[src/rtl/core/hldb_pkg.sv]
// Shared types, codes and saturating helpers for the Haar level bounds block.
// Depends on nothing; imported by every module under rtl/core.
package hldb_pkg;

    localparam int FRAC = 24;

    localparam logic [2:0] OP_QUERY = 3'd0;
    localparam logic [2:0] OP_LEVEL = 3'd1;
    localparam logic [2:0] OP_CAND  = 3'd2;
    localparam logic [2:0] OP_SIGN  = 3'd3;
    localparam logic [2:0] OP_COEF  = 3'd4;

    localparam logic signed [63:0] S64_MAX = 64'sh7FFF_FFFF_FFFF_FFFF;
    localparam logic signed [63:0] S64_MIN = 64'sh8000_0000_0000_0000;

    // One query store entry: sign bit, square and saturated magnitude
    typedef struct packed {
        logic        sign;
        logic [63:0] sq;
        logic [62:0] mag;
    } q_entry_t;

    function automatic logic signed [63:0] sat_add(input logic signed [63:0] a,
                                                   input logic signed [63:0] b);
        logic signed [63:0] r;
        r = a + b;
        if ((a[63] == b[63]) && (r[63] != a[63]))
            return a[63] ? S64_MIN : S64_MAX;
        return r;
    endfunction

    function automatic logic signed [63:0] sat_sub(input logic signed [63:0] a,
                                                   input logic signed [63:0] b);
        logic signed [63:0] r;
        r = a - b;
        if ((a[63] != b[63]) && (r[63] != a[63]))
            return a[63] ? S64_MIN : S64_MAX;
        return r;
    endfunction

    function automatic logic [63:0] mag64(input logic signed [63:0] a);
        return a[63] ? (64'd0 - a) : a;
    endfunction

    // Truncate a quarter of w to a whole number, keeping its sign
    function automatic logic signed [63:0] quarter_int(input logic signed [63:0] w);
        logic [63:0] m;
        m = (mag64(w) >> 2) & ~64'h0000_0000_00FF_FFFF;
        return w[63] ? (64'd0 - m) : m;
    endfunction

endpackage

[src/rtl/core/hldb_sqrt.sv]
// Restoring square root of x * 2^24, one result bit a cycle; a negative or zero x gives root 0.
// Depends on hldb_pkg.
module hldb_sqrt (
    input  logic                clk,
    input  logic                rst_n,
    input  logic                start,
    input  logic signed [63:0]  x,
    output logic                done,
    output logic [43:0]         root
);
    import hldb_pkg::*;

    logic [87:0] rad_reg, rad_next;
    logic [47:0] rem_reg, rem_next;
    logic [43:0] root_reg, root_next;
    logic [5:0]  cnt_reg, cnt_next;
    logic        run_reg, run_next, done_reg, done_next;

    logic [47:0] rem_s, trial;

    // Bring down two radicand bits and try the next root bit
    always_comb
    begin
        rem_s     = {rem_reg[45:0], rad_reg[87:86]};
        trial     = {2'b00, root_reg, 2'b01};
        rad_next  = rad_reg;
        rem_next  = rem_reg;
        root_next = root_reg;
        cnt_next  = cnt_reg;
        run_next  = run_reg;
        done_next = 1'b0;
        if (start)
        begin
            rad_next  = {x[63:0], 24'd0};
            rem_next  = 48'd0;
            root_next = 44'd0;
            cnt_next  = 6'd43;
            if (x[63] || x == 64'sd0)
                done_next = 1'b1;
            else
                run_next = 1'b1;
        end
        else if (run_reg)
        begin
            rad_next = {rad_reg[85:0], 2'b00};
            if (rem_s >= trial)
            begin
                rem_next  = rem_s - trial;
                root_next = {root_reg[42:0], 1'b1};
            end
            else
            begin
                rem_next  = rem_s;
                root_next = {root_reg[42:0], 1'b0};
            end
            cnt_next = cnt_reg - 6'd1;
            if (cnt_reg == 6'd0)
            begin
                run_next  = 1'b0;
                done_next = 1'b1;
            end
        end
    end

    always_ff @(posedge clk or negedge rst_n)
    begin
        if (!rst_n)
        begin
            run_reg  <= 1'b0;
            done_reg <= 1'b0;
            cnt_reg  <= 6'd0;
        end
        else
        begin
            run_reg  <= run_next;
            done_reg <= done_next;
            cnt_reg  <= cnt_next;
        end
    end

    always_ff @(posedge clk)
    begin
        rad_reg  <= rad_next;
        rem_reg  <= rem_next;
        root_reg <= root_next;
    end

    assign done = done_reg;
    assign root = root_reg;

endmodule

[config.mk]
export PLATFORM = sky130hd
export DESIGN_NAME = hldb_sqrt
export DESIGN_NICKNAME = d
export VERILOG_FILES = /design/src/rtl/core/hldb_pkg.sv /design/src/rtl/core/hldb_sqrt.sv
export SDC_FILE = /design/constraint.sdc
export NUM_CORES = 1
export LEC_CHECK = 0
export ABC_CLOCK_PERIOD_IN_PS = 3940
export BUFFER_PORTS_ARGS = -buffer_cell sky130_fd_sc_hd__buf_2
export CORE_MARGIN = 1.5
export CORE_UTILIZATION = 50
export DETAILED_ROUTE_END_ITERATION = 10
export PLACE_DENSITY = 0.68
export SLEW_MARGIN = 20
export SYNTH_ARGS = -nofsm -noshare
export SYNTH_HDL_FRONTEND = slang
export SYNTH_SLANG_ARGS = --single-unit
export TNS_END_PERCENT = 20
[constraint.sdc]
create_clock -name clk -period 3.94 [get_ports clk]
set_input_delay 0.591 -clock clk [delete_from_list [all_inputs] [get_ports clk]]
set_output_delay 0.591 -clock clk [all_outputs]
set_load 0.005 [all_outputs]
==> summary.txt <==
GRT
  • First-pass GRT wire length: 35100 µm
  • Overflow after GRT: 0
  • Largest net degree at the start of global routing: 165
  • Gr usage total: between 20% and 30%
  • Vias in the first global route: between 7000 and 8000
  • Initial antenna violation count: 0

Final layout
  • Antenna diodes: 0
  • # fillers: roughly 1700
  • Share of post-route cells with drive strength above 1: approximately a fifth
  • Final nets: ~1200
  • Largest register FFs: 64
  • Most frequent cells in the layout: nor2_1, buf_2, dfxtp_1
  • Design area: approximately 11000 µm²
  • Core Util, Final: 58.1%
  • Most common cell after layout, fill and taps aside: nor2_1
  • Area Growth Syn to Fin: 14.7%

Synth
  • Post-synth EDFFs: 64
  • Sequential area share after synthesis: 41.5%
  • Seq cells post-synth: about 160
  • Top cells by area, synth: edfxtp_1, dfxtp_1, mux2_2, ha_1, mux2i_1
  • Post-synth ARST share: under 10%
  • Gate Count Post-Synth: about 1000
  • Area leader, netlist: edfxtp_1
  • Syn_area_per_cell: 9.47 µm²
  • Synth top area share: around 20%
  • Synth Net Count: between 1000 and 1500
  • Ys Warns: 0
  • Yosys cell types: 64
  • Synth Cell Area: 9440 µm²
  • Ys flop type: dfxtp_1

Min path
  • Hold crit path type: in -> reg

Critical path
  • R2R cell count: 13
  • CP max-delay cell: nor2_4
  • Worst path cell trace: inv_1 -> ha_1 -> nor2b_1 -> o311ai_1 -> a211oi_1 -> nor3_1 -> o31a_1 -> a21oi_1 -> nor2_4 -> buf_4 -> nor2_1 -> a21oi_1 -> a211oi_1
  • CP endpoint kind: flip-flop
  • Crit-path max FO: 25
  • Kind of critical path: reg -> reg
  • Data required time of the worst path: 4.22 ns
  • Critical Path Source: root[0]
  • Critical Path Start Type: flip-flop
  • R2r endpoint: rem_reg[35]
  • CP max stage delay: ~0.50 ns
  • WP data arrival: approximately 3.9 ns
  • Critical path endpoint: rem_reg[35]
  • FF-to-FF setup slack: 0.36 ns
  • FF-to-FF Start: root[0]

Place
  • Dpl cell area: ~10000 µm²
  • Port bufs: roughly 110
  • Post-DP HPWL: 14700 µm
  • Routability cong.: 0.862

Pwr
  • Internal cell power: a little under 0.005 W
  • Gate power share: 51.6%
  • Max IR drop VDD: just over 0.4 mV
  • NetSw: 0.00329 W
  • Leak Pwr: 4.84 nW
  • Clock power frac: between 20% and 30%
  • Switch share: approximately two fifths
  • Pwr dens: roughly 750 nW/µm²
  • Sequential share of power: 26.9%

Clocking
  • CTS Sinks: about 160
  • Num CTS Buffers: 17
  • Clock tree buffer depth: 2
  • CTS root buf: clkbuf_16
  • Reg clk slew, reported paths: approximately 0.07 ns
  • Post-CTS sizing: 0
  • CTS H-tree depth: 4
  • CTS tree: done
  • Worst-skew pair later-pin latency: 0.44 ns

Floorplanning
  • Die H: roughly 140 µm
  • CORE AREA: 18600 µm²
  • Initial Utilization: between 50% and 60%
  • Io pins: about 110
  • Die width: about 140 µm
  • Die area: a little under 20000 µm²
  • Cell row count: 50

Timing
  • Clock Skew: 0.0107 ns
  • Slew headroom: between 30% and 40%
  • Crit path time final: approximately 3.6 ns
  • Max Fclk: 0.279 GHz
  • Pins Over Slew Limit: 0
  • RSZ-0062 raised after global routing: false
  • Final setup violation count: 0
  • Final worst-path cycle share: approximately 90%
  • Worst slew pin tran: ~0.99 ns
  • Fin. Hold Viols: 0
  • Setup TNS: 0 ns
  • WHS: between 0.4 and 0.5 ns

Routing
  • DRT iter0 DRCs: about 400
  • Total Wirelength: 21100 µm
  • Via-to-Cell Ratio: 5.67
  • Residual DRC: 0
  • Routed WL per cell: 15.8 µm
  • DRT antenna net count: 0
  • Pre-antenna DRT Iters: 6
  • Vias: 7570

Status
  • Outcome: finished, final reports clean

Run
  • Max-Cap Viols: 0
worst min path at each step:
stage             endpoint  cells past startpoint  slack [ns]   from
2_1_floorplan   cnt_reg[0]                      0        0.30  rst_n
3_3_place_gp          done                      1        0.45  rst_n
3_5_place_dp          done                      1        0.45  rst_n
4_1_cts        rad_reg[24]                      2        0.44   x[0]
5_1_grt        rad_reg[25]                      2        0.47   x[1]
6_report       rad_reg[24]                      2        0.46   x[0]
repair_timing:
action | 4_1_cts | 5_1_grt
hold endpoints to repair | 8 | 0
hold buffers | 1 | 0
setup buffers | 0 | 0
logic make-up after synthesis:
kind of cell    share of synthesized area [%]
simple gates                             14.2
compound gates                           15.7
flops                                    41.5
mux                                      13.8
buf+inv                                  4.44
fa+ha+maj                                6.36
xor+xnor                                 3.90
worst max-delay path: cells and delay by family, from the launching register on:
kind            cells  cell delay [ns]
fa+ha+maj           1             0.33
buf+inv             2             0.41
simple gates        4             1.10
compound gates      6             1.20
flops               1             0.38
Yosys cell counts, types with 2 or more instances:
cell type	count
nor2_1	139
dfxtp_1	90
a21oi_1	72
edfxtp_1	64
mux2_2	63
inv_1	58
mux2i_1	56
ha_1	48
nand2_1	44
a211oi_1	39
clkbuf_1	38
o21ai_0	29
a21o_1	25
xor2_1	25
nor4_1	20
xnor2_1	17
nand4_1	15
nor2b_1	14
nand2b_1	12
nor3_1	10
a31oi_1	9
and2_1	9
dfrtp_1	8
o21ai_1	8
buf_1	7
nand3_1	7
and3_1	6
o21bai_1	6
buf_2	5
o31ai_1	4
mux2_1	3
nor3b_1	3
o211ai_1	3
or2_2	3
a221oi_1	2
a311oi_1	2
a41oi_1	2
nor4b_1	2
o21a_1	2
o21ai_2	2
o22ai_1	2
o41ai_1	2
through the flow:
stage          power (W)  worst slack (ns)  cells
2_1_floorplan    0.00552             0.852    997
3_3_place_gp     0.00634             0.431   1301
3_5_place_dp     0.00638             0.333   1301
4_1_cts          0.00817             0.324   1334
5_1_grt          0.00881            0.0809   1334
6_report         0.00815             0.356   1334
power groups by stage:
| stage | Sequential, W | Combinational [W] | Clock (W) |
|---|---|---|---|
| global route | 0.00222 | 0.00474 | 0.00185 |
| detailed placement | 0.00222 | 0.00416 | 0 |
| global placement | 0.00222 | 0.00412 | 0 |
| finish | 0.00219 | 0.00421 | 0.00175 |
| CTS | 0.00219 | 0.00420 | 0.00178 |
| floorplan | 0.00217 | 0.00335 | 0 |
routing by layer:
metal  share of wire [%]  wire length (µm)  vias up  global-route usage (%)
li1                    -                 -     3792                       -
met1                  47              9950     3566                    29.1
met2                  47              9920      182                    36.3
met3                 4.3               899       30                    3.69
met4                 1.8               374        0                    7.65
met5                   0                 0        -                       0
area by class of cell:
type	count	area [µm²]	share of cell area, %
Clock buffer	17	425	3.93
Clock inverter	15	194	1.79
Timing Repair Buffer	122	672	6.20
Multi-Input combinational cell	726	5110	47.1
Inverter	58	218	2.01
Tap cell	234	293	2.70
Sequential cell	162	3930	36.2
Power figures use the tool's default switching activity.
