`src/rtl/core/hldb_pkg.sv`:
```
// Shared types, codes and saturating helpers for the Haar level bounds block.
// Depends on nothing; imported by every module under rtl/core.
package hldb_pkg;

    localparam int FRAC = 24;

    localparam logic [2:0] OP_QUERY = 3'd0;
    localparam logic [2:0] OP_LEVEL = 3'd1;
    localparam logic [2:0] OP_CAND  = 3'd2;
    localparam logic [2:0] OP_SIGN  = 3'd3;
    localparam logic [2:0] OP_COEF  = 3'd4;

    localparam logic signed [63:0] S64_MAX = 64'sh7FFF_FFFF_FFFF_FFFF;
    localparam logic signed [63:0] S64_MIN = 64'sh8000_0000_0000_0000;

    // One query store entry: sign bit, square and saturated magnitude
    typedef struct packed {
        logic        sign;
        logic [63:0] sq;
        logic [62:0] mag;
    } q_entry_t;

    function automatic logic signed [63:0] sat_add(input logic signed [63:0] a,
                                                   input logic signed [63:0] b);
        logic signed [63:0] r;
        r = a + b;
        if ((a[63] == b[63]) && (r[63] != a[63]))
            return a[63] ? S64_MIN : S64_MAX;
        return r;
    endfunction

    function automatic logic signed [63:0] sat_sub(input logic signed [63:0] a,
                                                   input logic signed [63:0] b);
        logic signed [63:0] r;
        r = a - b;
        if ((a[63] != b[63]) && (r[63] != a[63]))
            return a[63] ? S64_MIN : S64_MAX;
        return r;
    endfunction

    function automatic logic [63:0] mag64(input logic signed [63:0] a);
        return a[63] ? (64'd0 - a) : a;
    endfunction

    // Truncate a quarter of w to a whole number, keeping its sign
    function automatic logic signed [63:0] quarter_int(input logic signed [63:0] w);
        logic [63:0] m;
        m = (mag64(w) >> 2) & ~64'h0000_0000_00FF_FFFF;
        return w[63] ? (64'd0 - m) : m;
    endfunction

endpackage

```
`src/rtl/core/hldb_mul.sv`:
```
// Shared Q40.24 saturating multiplier: four 32x32 partial products, one a cycle.
// Depends on hldb_pkg.
module hldb_mul (
    input  logic                clk,
    input  logic                rst_n,
    input  logic                start,
    input  logic signed [63:0]  a,
    input  logic signed [63:0]  b,
    output logic                done,
    output logic signed [63:0]  result
);
    import hldb_pkg::*;

    logic [63:0]  ua_reg, ua_next, ub_reg, ub_next;
    logic         neg_reg, neg_next;
    logic [127:0] acc_reg, acc_next;
    logic [1:0]   cnt_reg, cnt_next;
    logic         run_reg, run_next, fin_reg, fin_next, done_reg, done_next;
    logic signed [63:0] result_reg, result_next;

    logic [31:0]  op_a, op_b;
    logic [63:0]  pp;
    logic [127:0] pp_sh;
    logic [63:0]  lim, m;

    // Pick the partial product for this step
    always_comb
    begin
        op_a  = cnt_reg[1] ? ua_reg[63:32] : ua_reg[31:0];
        op_b  = (cnt_reg == 2'd1 || cnt_reg == 2'd3) ? ub_reg[63:32] : ub_reg[31:0];
        pp    = op_a * op_b;
        case (cnt_reg)
            2'd0:    pp_sh = {64'd0, pp};
            2'd1:    pp_sh = {32'd0, pp, 32'd0};
            2'd2:    pp_sh = {32'd0, pp, 32'd0};
            default: pp_sh = {pp, 64'd0};
        endcase
    end

    // Advance the product and saturate it on the finishing step
    always_comb
    begin
        ua_next     = ua_reg;
        ub_next     = ub_reg;
        neg_next    = neg_reg;
        acc_next    = acc_reg;
        cnt_next    = cnt_reg;
        run_next    = run_reg;
        fin_next    = 1'b0;
        done_next   = 1'b0;
        result_next = result_reg;
        lim         = neg_reg ? 64'h8000_0000_0000_0000 : 64'h7FFF_FFFF_FFFF_FFFF;
        m           = acc_reg[87:24];
        if (acc_reg[127:88] != 40'd0 || m > lim)
            m = lim;
        if (start)
        begin
            ua_next  = mag64(a);
            ub_next  = mag64(b);
            neg_next = a[63] ^ b[63];
            acc_next = 128'd0;
            cnt_next = 2'd0;
            run_next = 1'b1;
        end
        else if (run_reg)
        begin
            acc_next = acc_reg + pp_sh;
            cnt_next = cnt_reg + 2'd1;
            if (cnt_reg == 2'd3)
            begin
                run_next = 1'b0;
                fin_next = 1'b1;
            end
        end
        else if (fin_reg)
        begin
            result_next = neg_reg ? (64'd0 - m) : m;
            done_next   = 1'b1;
        end
    end

    always_ff @(posedge clk or negedge rst_n)
    begin
        if (!rst_n)
        begin
            run_reg  <= 1'b0;
            fin_reg  <= 1'b0;
            done_reg <= 1'b0;
            cnt_reg  <= 2'd0;
        end
        else
        begin
            run_reg  <= run_next;
            fin_reg  <= fin_next;
            done_reg <= done_next;
            cnt_reg  <= cnt_next;
        end
    end

    always_ff @(posedge clk)
    begin
        ua_reg     <= ua_next;
        ub_reg     <= ub_next;
        neg_reg    <= neg_next;
        acc_reg    <= acc_next;
        result_reg <= result_next;
    end

    assign done   = done_reg;
    assign result = result_reg;

endmodule

```
`config.mk`:
```
export PLATFORM = sky130hd
export DESIGN_NAME = hldb_mul
export DESIGN_NICKNAME = d
export VERILOG_FILES = /design/src/rtl/core/hldb_pkg.sv /design/src/rtl/core/hldb_mul.sv
export SDC_FILE = /design/constraint.sdc
export NUM_CORES = 2
export LEC_CHECK = 0
export BUFFER_PORTS_ARGS = -buffer_cell sky130_fd_sc_hd__buf_2
export CAP_MARGIN = 40
export CORE_MARGIN = 4
export CORE_UTILIZATION = 42
export CTS_CLUSTER_DIAMETER = 50
export DETAILED_ROUTE_END_ITERATION = 8
export HOLD_SLACK_MARGIN = 0.08
export PLACE_DENSITY = 0.69
export SYNTH_ARGS = -nofsm -noshare
export SYNTH_HDL_FRONTEND = slang
export SYNTH_SLANG_ARGS = --single-unit
```
`constraint.sdc`:
```
create_clock -name clk -period 38.6 [get_ports clk]
set_clock_uncertainty 0.05 [all_clocks]
set_input_delay 3.86 -clock clk [delete_from_list [all_inputs] [get_ports clk]]
set_output_delay 3.86 -clock clk [all_outputs]
set_load 0.02 [all_outputs]
```
==> flow_summary.json <==
{
  "cpMaxStageDelayCell": "mux2i_4",
  "max_stage_delay_ns": 0.76,
  "tns_ns": 0,
  "synth_seq_cells": 326,
  "fin_crit_sh_pct": 39.4,
  "num_rows": 136,
  "critical_path_class": "reg -> reg",
  "drive_above_1_share_pct": 8.00,
  "cp_data_required_time_ns": 39.09,
  "final_area_um2": 63200,
  "tritoncts": "done",
  "largest_reg_flops": 128,
  "synth_cell_types": 90,
  "ios": 196,
  "grt_use_total_pct": 27.9,
  "drv_cap": 0,
  "port_buffers": 195,
  "async_reset_ff_share_pct": 1.53,
  "synthFlopType": "edfxtp_1",
  "critPathMaxFanout": 54,
  "layout.nets": 8309,
  "drtIter0Drc": 5072,
  "cts_resized": 0,
  "dpl-instance-area_um2": 61500,
  "cts_sinks": 326,
  "wl_mm": 205,
  "start_util_pct": 42.4,
  "cts_root_buffer": "clkbuf_16",
  "syn-instance-count": 6802,
  "cp-end-kind": "flop",
  "synth_nets": 8290,
  "yosysWarningCount": 0,
  "postCtsHoldBufs": 0,
  "clk_latency_ns": 0.67,
  "tightest_slew_ns": 0.968,
  "fp.dieH_um": 381,
  "cts.clk_slew.worst_paths_ns": 0.06,
  "critPathMostFrequentCell": "fa_1",
  "worstHoldPathType": "reg -> reg",
  "die_area_um2": 145000,
  "htreeDepth": 2,
  "slew_violations": 0,
  "grt_pass1_wl_mm": 311,
  "grt_max_degree": 74,
  "routabilityCongestion": 0.990,
  "cts_buffers": 51,
  "antenna_left": 0,
  "post-route-drc-count": 0,
  "fin_crit_ns": 15.22,
  "status": "finished clean",
  "avgSynthCellArea_um2": 8.58,
  "die_x_um": 381,
  "routed_via_density": 5.88,
  "antenna_found_initial": 4,
  "cts_setup_buffers": 0,
  "grt_pass1_vias": 51300,
  "rsz0062_at_grt": "no",
  "vias": 50900,
  "coreArea_um2": 138000,
  "setup_violations": 0,
  "worstPathArrival_ns": 15.71,
  "worstSetupStartpointType": "flop",
  "clk_path_buf_depth": 3,
  "dpl.hpwl_mm": 160,
  "syn_area_um2": 58400,
  "hold_viol": 0,
  "yosysSeqAreaShare_pct": 14.5,
  "fmax_mhz": 65.7,
  "grt_remaining_overflow": 0,
  "maxSlewHeadroom_pct": 35.3,
  "synth_edf_count": 193,
  "wl_per_cell_um": 23.7,
  "syn_to_final_growth_pct": 8.30,
  "drtPass1Iterations": 7
}
cells in the final DEF (no fill, tap or decap), types with 30 or more instances in the layout:
| cell | count |
|---|---|
| a21o_1 | 131 |
| a21oi_1 | 325 |
| a31oi_1 | 33 |
| and2_1 | 42 |
| buf_2 | 194 |
| buf_4 | 94 |
| clkbuf_16 | 52 |
| dfxtp_1 | 128 |
| edfxtp_1 | 193 |
| fa_1 | 897 |
| ha_1 | 460 |
| inv_1 | 956 |
| mux2_2 | 63 |
| mux2i_1 | 89 |
| mux2i_2 | 39 |
| nand2_1 | 780 |
| nand2b_1 | 48 |
| nand3_1 | 51 |
| nand4_1 | 94 |
| nor2_1 | 886 |
| nor3_1 | 62 |
| nor4_1 | 47 |
| o21ai_0 | 324 |
| o21bai_1 | 45 |
| o31ai_1 | 43 |
| or3_1 | 39 |
| or4_1 | 30 |
| xnor2_1 | 222 |
| xor2_1 | 82 |
final cells by class:
cell class / count / area (um2)
Multi-Input combinational cell: 5186 / 45300
Inverter: 958 / 3600
Antenna cell: 1 / 2.50
Clock buffer: 55 / 1310
Sequential cell: 326 / 8490
Clock inverter: 40 / 442
Fill cell: 13300 / 74600
Timing Repair Buffer: 298 / 1840
Tap cell: 1794 / 2240
kinds of logic after synthesis:
kind of cell	count (synthesis)	synth area share (%)
AOI/OAI and AO/OA	1132	12.1
xor gates and xnor gates	304	4.56
adders and majority gates	1357	40.6
buffers and inverters	1290	8.29
DFF	326	14.5
muxes	196	3.50
and+or+nand+nor	2197	16.4
path summary, 6_finish.rpt:
| path | slack [ns] | cells past startpoint | to | startpoint |
|---|---|---|---|---|
| setup / recovery | 23.38 | 47 | acc_reg[122] | cnt_reg[1] |
| hold / removal | 0.43 | 2 | acc_reg[122] | acc_reg[122] |
| setup reg to reg | 23.38 | 47 | acc_reg[122] | cnt_reg[1] |
| hold reg to reg | 0.43 | 2 | acc_reg[122] | acc_reg[122] |
| max in group asynchronous | 35.26 | 1 | cnt_reg[1] | rst_n |
| min in group asynchronous | 2.98 | 1 | run_reg | rst_n |
stage by stage:
stage / setup WS [ns] / cells / hold WS, ns / utilization, %
2_1_floorplan: 25.08 / 6802 / 0.394 / -
3_3_place_gp: 23.51 / 8547 / 0.421 / 44.5
3_5_place_dp: 23.61 / 8562 / 0.418 / 44.6
4_1_cts: 23.58 / 8657 / 0.427 / 45.9
5_1_grt: 22.64 / 8658 / 0.462 / 45.9
6_report: 23.38 / 8658 / 0.427 / 45.9
cells in the mapped netlist, drive strengths merged, types with 25 or more instances:
cell type	count	area (um2)
a21oi	325	1630
clkbuf	307	1150
and3	26	163
a211oi	27	203
or4	31	236
nor2	890	3350
o31ai	44	335
xor2	82	718
nor4	49	322
and2	43	269
dfxtp	128	2560
nor2b	31	194
a31oi	33	206
inv	956	3590
o41ai	32	303
nand2b	48	300
o21ai	326	1630
xnor2	222	1940
nand2	782	2940
mux2	63	709
buf	25	93.8
or3	44	300
o21bai	45	338
edfxtp	193	5800
nand4	94	588
mux2i	133	1330
nor3	64	337
nand3	52	265
ha	460	5760
fa	897	18000
a21o	131	983
critical path: cells and delay by family, from the launching register on:
| family | cells | cell delay, ns |
|---|---|---|
| AOI/OAI and AO/OA | 17 | 5.80 |
| xor gates and xnor gates | 1 | 0.16 |
| adders and majority gates | 11 | 4.96 |
| buffers and inverters | 10 | 1.32 |
| DFF | 1 | 0.64 |
| muxes | 1 | 0.76 |
| and+or+nand+nor | 7 | 1.38 |
metal layers:
metal	share of wire, %	wire length, um	vias to the layer above	GRT usage, %
met1	39	80600	25100	36.2
met5	0	0	-	0
met3	11	21700	698	6.92
li1	-	-	22300	-
met2	44	89600	2822	43.5
met4	6.3	13000	0	13.7
Power is not shown: default switching activity piles up to over one toggle a cycle in this logic, so the estimate is an artifact.
